$ cat config.mk
export PLATFORM = sky130hd
export DESIGN_NAME = positional_list_store_core
export DESIGN_NICKNAME = d
export VERILOG_FILES = /design/src/rtl/plc_pkg.sv /design/src/rtl/positional_list_store_core.sv /design/src/rtl/plc_cell.sv /design/src/rtl/plc_find.sv
export VERILOG_INCLUDE_DIRS = /design/src /design/src/rtl
export SDC_FILE = /design/constraint.sdc
export NUM_CORES = 2
export LEC_CHECK = 0
export ABC_AREA = 1
export BUFFER_PORTS_ARGS = -buffer_cell sky130_fd_sc_hd__buf_2
export CAP_MARGIN = 10
export CORE_MARGIN = 4
export CORE_UTILIZATION = 50
export DETAILED_ROUTE_END_ITERATION = 10
export PLACE_DENSITY = 0.71
export SETUP_SLACK_MARGIN = 0.5
export SYNTH_ARGS = -nofsm -noshare
export SYNTH_HDL_FRONTEND = slang
export SYNTH_HIERARCHICAL = 1
export SYNTH_SLANG_ARGS = --single-unit
$ cat constraint.sdc
create_clock -name i_clk -period 16.2 [get_ports i_clk]
set_input_delay 0 -clock i_clk [delete_from_list [all_inputs] [get_ports i_clk]]
set_output_delay 0 -clock i_clk [all_outputs]
set_load 0.05 [all_outputs]
$ cat src/rtl/positional_list_store_core_macros.svh
// Assertion macros shared by the positional list store RTL.
// Depends on i_clk and i_rst_n being visible in the module that uses them.
`ifndef POSITIONAL_LIST_STORE_CORE_MACROS_SVH
`define POSITIONAL_LIST_STORE_CORE_MACROS_SVH

// Implication checked in the same cycle, disabled while reset is held.
`define PLC_ASSERT_SAME(label, ante, cons, msg) \
    label: assert property (@(posedge i_clk) disable iff (!i_rst_n) (ante) |-> (cons)) \
        else $error(msg);

// Implication checked in the next cycle, disabled while reset is held.
`define PLC_ASSERT_NEXT(label, ante, cons, msg) \
    label: assert property (@(posedge i_clk) disable iff (!i_rst_n) (ante) |=> (cons)) \
        else $error(msg);

`endif

$ cat src/rtl/plc_pkg.sv
// Shared types and constants for the positional list store.
// No dependencies; imported by every module of the block.
package plc_pkg;

    localparam int CMD_W        = 2;
    localparam int POS_W        = 7;
    localparam int VAL_W        = 8;
    localparam int DEF_CAPACITY = 64;
    localparam int GRP          = 8;

    localparam logic [CMD_W-1:0] CMD_GET    = 2'd0;
    localparam logic [CMD_W-1:0] CMD_LOCATE = 2'd1;
    localparam logic [CMD_W-1:0] CMD_INSERT = 2'd2;
    localparam logic [CMD_W-1:0] CMD_DELETE = 2'd3;

    // Control broadcast to every cell of the row.
    typedef struct packed {
        logic             exec;
        logic             ins;
        logic             del;
        logic [VAL_W-1:0] val;
    } t_cell_ctl;

endpackage

$ cat src/rtl/positional_list_store_core.sv
// Positional list store: a row of CAPACITY byte cells with a length register.
// The start transfer passes through the cell update, the grouped first-match search and
// the result register before the registered result strobe; busy holds off a new command
// until then. Results are strobed for one cycle and cannot be stalled.
// Synchronous reset empties the list; cell contents are not cleared.
// Depends on plc_pkg, plc_cell, plc_find and positional_list_store_core_macros.svh.
module positional_list_store_core #(
    parameter int CAPACITY = plc_pkg::DEF_CAPACITY
) (
    input  logic                      i_clk,
    input  logic                      i_rst_n,
    input  logic                      start,
    output logic                      busy,
    input  logic [plc_pkg::CMD_W-1:0] i_cmd,
    input  logic [plc_pkg::POS_W-1:0] i_position,
    input  logic [plc_pkg::VAL_W-1:0] i_value,
    output logic                      o_valid,
    output logic                      o_ok,
    output logic [plc_pkg::VAL_W-1:0] o_item,
    output logic [plc_pkg::POS_W-1:0] o_found_at,
    output logic [plc_pkg::POS_W-1:0] o_count,
    output logic                      o_is_empty
);
    import plc_pkg::*;
    `include "positional_list_store_core_macros.svh"

    localparam int IW = $clog2(CAPACITY);
    localparam int LW = $clog2(CAPACITY + 1);
    localparam int CW = ((LW > POS_W) ? LW : POS_W) + 1;

    localparam logic [1:0] S_IDLE = 2'd0;
    localparam logic [1:0] S_EXEC = 2'd1;
    localparam logic [1:0] S_GRP  = 2'd2;
    localparam logic [1:0] S_DONE = 2'd3;

    logic [1:0]       r_state;
    logic [1:0]       n_state;
    logic [CMD_W-1:0] r_cmd;
    logic [POS_W-1:0] r_pos;
    logic [VAL_W-1:0] r_val;
    logic [LW-1:0]    r_fill;
    logic [LW-1:0]    n_fill;
    logic             r_ok;
    logic [VAL_W-1:0] r_item;

    logic [CW-1:0]    w_pos_x;
    logic [CW-1:0]    w_fill_x;
    logic [IW-1:0]    w_p;
    logic             w_in_rng;
    logic             w_ins_ok;
    logic             w_accept;
    t_cell_ctl        w_ctl;

    logic [VAL_W-1:0] w_data [CAPACITY];
    logic [CAPACITY-1:0] w_match;
    logic             w_hit;
    logic [LW-1:0]    w_found;

    assign busy     = (r_state != S_IDLE);
    assign w_accept = start && !busy;

    assign w_pos_x  = CW'(r_pos);
    assign w_fill_x = CW'(r_fill);
    assign w_p      = IW'(w_pos_x - CW'(1));
    assign w_in_rng = (w_pos_x != '0) && (w_pos_x <= w_fill_x);
    assign w_ins_ok = (w_pos_x != '0) && (w_pos_x <= w_fill_x + CW'(1))
                      && (w_fill_x < CW'(CAPACITY));

    always_comb begin
        w_ctl      = '0;
        w_ctl.exec = (r_state == S_EXEC);
        w_ctl.ins  = w_ctl.exec && (r_cmd == CMD_INSERT) && w_ins_ok;
        w_ctl.del  = w_ctl.exec && (r_cmd == CMD_DELETE) && w_in_rng;
        w_ctl.val  = r_val;
    end

    for (genvar i = 0; i < CAPACITY; i++) begin : g_cell
        logic [VAL_W-1:0] w_left;
        logic [VAL_W-1:0] w_right;
        // The first cell never takes from its left and the last keeps its own byte.
        assign w_left  = (i == 0) ? r_val : w_data[(i == 0) ? 0 : i - 1];
        assign w_right = (i == CAPACITY - 1) ? w_data[i]
                                             : w_data[(i == CAPACITY - 1) ? i : i + 1];
        plc_cell #(
            .IDX (i),
            .IW  (IW),
            .LW  (LW)
        ) u_cell (
            .i_clk   (i_clk),
            .i_ctl   (w_ctl),
            .i_pos   (w_p),
            .i_fill  (r_fill),
            .i_left  (w_left),
            .i_right (w_right),
            .o_data  (w_data[i]),
            .o_match (w_match[i])
        );
    end

    plc_find #(
        .N  (CAPACITY),
        .PW (LW)
    ) u_find (
        .i_clk   (i_clk),
        .i_match (w_match),
        .o_hit   (w_hit),
        .o_pos   (w_found)
    );

    always_comb begin
        n_state = r_state;
        unique case (r_state)
            S_IDLE:  if (w_accept) begin
                n_state = S_EXEC;
            end
            S_EXEC:  n_state = S_GRP;
            S_GRP:   n_state = S_DONE;
            S_DONE:  n_state = S_IDLE;
            default: n_state = S_IDLE;
        endcase
    end

    always_comb begin
        n_fill = r_fill;
        if (w_ctl.ins) begin
            n_fill = r_fill + LW'(1);
        end else if (w_ctl.del) begin
            n_fill = r_fill - LW'(1);
        end
    end

    always_ff @(posedge i_clk) begin
        if (!i_rst_n) begin
            r_state <= S_IDLE;
            r_fill  <= '0;
            o_valid <= 1'b0;
        end else begin
            r_state <= n_state;
            r_fill  <= n_fill;
            o_valid <= (r_state == S_DONE);
        end
    end

    always_ff @(posedge i_clk) begin
        if (w_accept) begin
            r_cmd <= i_cmd;
            r_pos <= i_position;
            r_val <= i_value;
        end
        if (r_state == S_EXEC) begin
            r_ok   <= w_ctl.ins || w_ctl.del || ((r_cmd == CMD_GET) && w_in_rng);
            r_item <= (((r_cmd == CMD_GET) || (r_cmd == CMD_DELETE)) && w_in_rng)
                      ? w_data[w_p] : '0;
        end
        if (r_state == S_DONE) begin
            o_ok       <= (r_cmd == CMD_LOCATE) ? w_hit : r_ok;
            o_item     <= r_item;
            o_found_at <= ((r_cmd == CMD_LOCATE) && w_hit) ? POS_W'(w_found) : '0;
            o_count    <= POS_W'(r_fill);
            o_is_empty <= (r_fill == '0);
        end
    end

    `PLC_ASSERT_SAME(a_fill_bound, 1'b1, r_fill <= LW'(CAPACITY), "list length beyond capacity")
    `PLC_ASSERT_NEXT(a_accept_busy, w_accept, r_state == S_EXEC, "accepted command not executing")
    `PLC_ASSERT_NEXT(a_strobe_single, o_valid, !o_valid, "result strobe held over two cycles")
    `PLC_ASSERT_SAME(a_found_ok, o_valid && (o_found_at != '0), o_ok, "match reported without ok")

endmodule

$ cat src/rtl/plc_cell.sv
// One element cell of the list row: holds a byte, shifts with its neighbours,
// and registers whether it matches the searched value. Depends on plc_pkg.
module plc_cell #(
    parameter int IDX = 0,
    parameter int IW  = 6,
    parameter int LW  = 7
) (
    input  logic                      i_clk,
    input  plc_pkg::t_cell_ctl        i_ctl,
    input  logic [IW-1:0]             i_pos,
    input  logic [LW-1:0]             i_fill,
    input  logic [plc_pkg::VAL_W-1:0] i_left,
    input  logic [plc_pkg::VAL_W-1:0] i_right,
    output logic [plc_pkg::VAL_W-1:0] o_data,
    output logic                      o_match
);
    import plc_pkg::*;

    logic [VAL_W-1:0] r_data;
    logic [VAL_W-1:0] n_data;
    logic             r_match;
    logic             w_at;
    logic             w_above;
    logic             w_live;

    assign w_at    = (i_pos == IW'(IDX));
    assign w_above = (i_pos < IW'(IDX));
    assign w_live  = (i_fill > LW'(IDX));

    always_comb begin
        n_data = r_data;
        if (i_ctl.ins) begin
            if (w_above) begin
                n_data = i_left;
            end else if (w_at) begin
                n_data = i_ctl.val;
            end
        end else if (i_ctl.del) begin
            if (w_above || w_at) begin
                n_data = i_right;
            end
        end
    end

    always_ff @(posedge i_clk) begin
        r_data <= n_data;
        if (i_ctl.exec) begin
            r_match <= (r_data == i_ctl.val) && w_live;
        end
    end

    assign o_data  = r_data;
    assign o_match = r_match;

endmodule

$ cat src/rtl/plc_find.sv
// Two-step first-match search over the cell match flags: a registered
// priority pick inside each group of eight, then a pick across groups.
// Depends on plc_pkg.
module plc_find #(
    parameter int N  = plc_pkg::DEF_CAPACITY,
    parameter int PW = 7
) (
    input  logic          i_clk,
    input  logic [N-1:0]  i_match,
    output logic          o_hit,
    output logic [PW-1:0] o_pos
);
    import plc_pkg::*;

    localparam int NG = (N + GRP - 1) / GRP;
    localparam int GW = $clog2(GRP);

    logic [NG*GRP-1:0] w_pad;
    logic [NG-1:0]     r_ghit;
    logic [NG-1:0]     n_ghit;
    logic [GW-1:0]     r_gidx [NG];
    logic [GW-1:0]     n_gidx [NG];

    assign w_pad = (NG*GRP)'(i_match);

    always_comb begin
        for (int g = 0; g < NG; g++) begin
            n_ghit[g] = |w_pad[g*GRP +: GRP];
            n_gidx[g] = '0;
            for (int j = GRP - 1; j >= 0; j--) begin
                if (w_pad[g*GRP + j]) begin
                    n_gidx[g] = GW'(j);
                end
            end
        end
    end

    always_ff @(posedge i_clk) begin
        r_ghit <= n_ghit;
        for (int g = 0; g < NG; g++) begin
            r_gidx[g] <= n_gidx[g];
        end
    end

    always_comb begin
        o_hit = 1'b0;
        o_pos = '0;
        for (int g = NG - 1; g >= 0; g--) begin
            if (r_ghit[g]) begin
                o_hit = 1'b1;
                o_pos = PW'(g * GRP) + PW'(r_gidx[g]) + PW'(1);
            end
        end
    end

endmodule

==> out/metrics.yaml <==
status:
  outcome: "complete, no violations"
synth:
  synthCells: 8515
  ys.flop_type: "edfxtp_1"
  ys_seq_area_share_pct: 35.0
  syn_area_per_cell_um2: 6.59
  yosys.area.top_type_share_pct: 33.5
  yosys.area.top_type: "edfxtp_1"
  synth.net_count: 8581
  yosys_warnings: 6
  syn_area_um2: 56100
  ys_types: 75
  synth-async-reset-ratio_pct: 0
  synth_edf_count: 626
  synth_common_cells: "nand2_1, inv_1, nand3_1"
  synthTopCellsByArea: "edfxtp_1, nand2_1, inv_1"
  synth.most_common_cell: "nand2_1"
  synth_seq_cells: 668
global_route:
  grt_pass1_vias: 50600
  grt_pass1_wl_mm: 291
  antenna_found_initial: 3
  met1_usage_pct: 42.9
  grt-ovfl-total: 0
  use_met2_pct: 48.5
  busiest_layer: "met2"
  grt_max_degree: 178
  globalRouteTotalUtil_pct: 31.3
  met3_usage_pct: 5.73
route:
  route.detailed.drc: 0
  postRouteAntennaNets: 0
  wl_mm: 190
  vias: 55600
  routedWlPerCell_um: 18.8
  drtIter0Drc: 7329
  drt-pass1-iter-count: 7
  viasPerCell: 5.51
setup_path:
  path_class: "reg2reg"
  endpoint: "g_cell[16].u_cell/o_data[0]$_DFFE_PP_"
  arrival_ps: 6910
  crit_chain: "buf_12 > inv_8 > buf_4 > ha_1 > inv_1 > nor3_1 > nand2_1 > nand2_1 > nand2_1 > inv_8 > buf_4 > buf_4 > nor2_1 > a211oi_1"
  crit_fanout: 177
  crit_path_start: "r_pos[0]$_DFFE_PP_"
  reg2reg_from: "r_pos[0]$_DFFE_PP_"
  end_kind: "flop"
  startpoint_type: "flop"
  regToRegEndpoint: "g_cell[16].u_cell/o_data[0]$_DFFE_PP_"
  path_depth: 14
  critPathRequiredTime_ps: 16500
  cpPeakStageDelay_ps: 850
  crit_slowest_cell: "a211oi_1"
  reg2reg_depth: 14
  rrSetupSlack_ps: 9590
  path_buf_inv: 7
  crit_family: "buffers and inverters"
placement:
  dp_cells: 9911
  place.gp.congestion: 0.940
  dp_hpwl_mm: 122
  port_buffers: 45
  post_dp_cell_area_um2: 57500
timing:
  fin_crit_sh_pct: 40.8
  setup_tns_ps: 0
  setup_viol: 0
  rsz0062_at_grt: "no"
  period_minus_slack_ps: 6610
  skew_ps: 24.7
  slew_headroom_pct: 18.5
  fmax_ghz: 0.151
  worstMarginPinSlew_ps: 1210
  slew_viol_final: 0
  finalHoldViolCount: 0
cts:
  cts-resized-gates: 0
  clk_pin_slew_worst_paths_ps: 60
  clock_latency_ps: 680
  cts_root_buf: "clkbuf_16"
  cts_made_buffers: 82
  cts.htree.levels: 3
  post_cts_buffers: 0
  cts_tree: "done"
  clockBufferDepth: 3
  cts.sinks: 668
cells_and_area:
  nNetsFinal: 8598
  syn_to_final_growth_pct: 7.66
  multi_input_area_um2: 29400
  finalNonFillerCells: 10100
  final_area_um2: 60400
  seqCellArea_um2: 19700
  drive_above_1_share_pct: 7.77
  antenna_cells: 0
  final.fill_count: 10800
pwr:
  power_mw: 7.60
  cellLeakagePower_nw: 30.3
  power.density_nw_per_um2: 126
  peakVddDrop_mv: 0.0941
floorplanning:
  io_pins: 46
  die_w_um: 343
  fp.dieH_um: 343
  dieArea_um2: 118000
  num_rows: 122
  coreArea_um2: 111000
  initial_core_util_pct: 50.5
min_path:
  min_from: "i_position[1]"
  worstHoldPathType: "in2reg"
job:
  cap_violations: 0
[report_power, final]
| group | internal (mW) | leakage (nW) | total, mW | switching (mW) |
|---|---|---|---|---|
| combinational | 0.935 | 22.9 | 3.34 | 2.41 |
| sequential | 2.14 | 6.05 | 2.39 | 0.247 |
| clock | 1.07 | 1.30 | 1.87 | 0.795 |
[how the worst min path moves through the flow]
stage                               endpoint  slack, ps  depth (start not counted)
6_report                  r_pos[1]$_DFFE_PP_         30                          2
5_1_grt        g_cell[0].w_left[6]$_DFFE_PP_         20                          2
4_1_cts        g_cell[0].w_left[0]$_DFFE_PP_          1                          2
3_5_place_dp   g_cell[0].w_left[7]$_DFFE_PP_        180                          1
3_3_place_gp   g_cell[0].w_left[4]$_DFFE_PP_        180                          1
2_1_floorplan  g_cell[0].w_left[0]$_DFFE_PP_        100                          0
[placed cells by master (no fill, tap or decap), types with 42 or more instances in the layout]
cell       instances
a21oi_1          192
buf_2             45
buf_4             46
clkbuf_16         82
edfxtp_1         626
ha_1              42
inv_1           1415
inv_2             92
nand2_1         3029
nand2_2           63
nand2_4           52
nand3_1         1058
nand4_1           67
nor2_1           757
nor2_2            42
nor3_1            62
o21ai_0          179
xnor2_1          120
xor2_1           130
[logic make-up (layout without fill, tap and decap cells)]
group                    Yosys count  after routing  share of synthesized area, %
AND/OR/NAND/NOR                 5268           5268                          41.1
AO/OA/AOI/OAI                    549            549                          5.87
multiplexers                       4              4                        0.0803
flip-flops                       668            668                          35.0
XOR/XNOR                         256            256                          4.09
buffers and inverters           1724           1810                          12.8
adder cells (fa/ha/maj)           46             46                          1.04
[through the flow]
step	hold WS [ps]	utilization [%]	setup WS [ps]
finish	31.7	54.4	9590
global route	21.0	54.4	8990
CTS	1.42	54.4	9490
detailed placement	178	51.8	9500
global placement	177	51.8	9610
floorplan	98.9	-	9350
[state kept, by name, indices dropped and copies added, names as in the netlist, 2 cells and up]
name	cells
r_item	8
r_state	2
u_find/r_ghit	8
u_find/r_gidx	24
r_pos	7
o_count	7
g_cell.u_cell/o_data	512
g_cell.u_cell/o_match	64
o_item	8
g_cell.w_left	8
o_found_at	7
r_cmd	2
r_fill	7
[cell type report]
type / count / share of cell area [%]
Multi-Input combinational cell: 6123 / 48.7
Sequential cell: 668 / 32.6
Inverter: 1534 / 9.70
Clock buffer: 105 / 3.61
Tap cell: 1488 / 3.08
Timing Repair Buffer: 123 / 1.58
Clock inverter: 48 / 0.802
[per-layer routing]
| metal | part of all wire (%) | wire length [µm] | vias up |
|---|---|---|---|
| met5 | 0.0063 | 12 | - |
| met4 | 4.7 | 8870 | 2 |
| met3 | 11 | 21300 | 529 |
| met2 | 44 | 83500 | 3154 |
| met1 | 40 | 76400 | 25200 |
| li1 | - | - | 26700 |
[timing repair]
item / in CTS / in global routing
hold buffers: 24 / 0
endpoints found under the hold margin: 27 / 0
setup endpoints to repair: 0 / 0
Power figures use the tool's default switching activity.
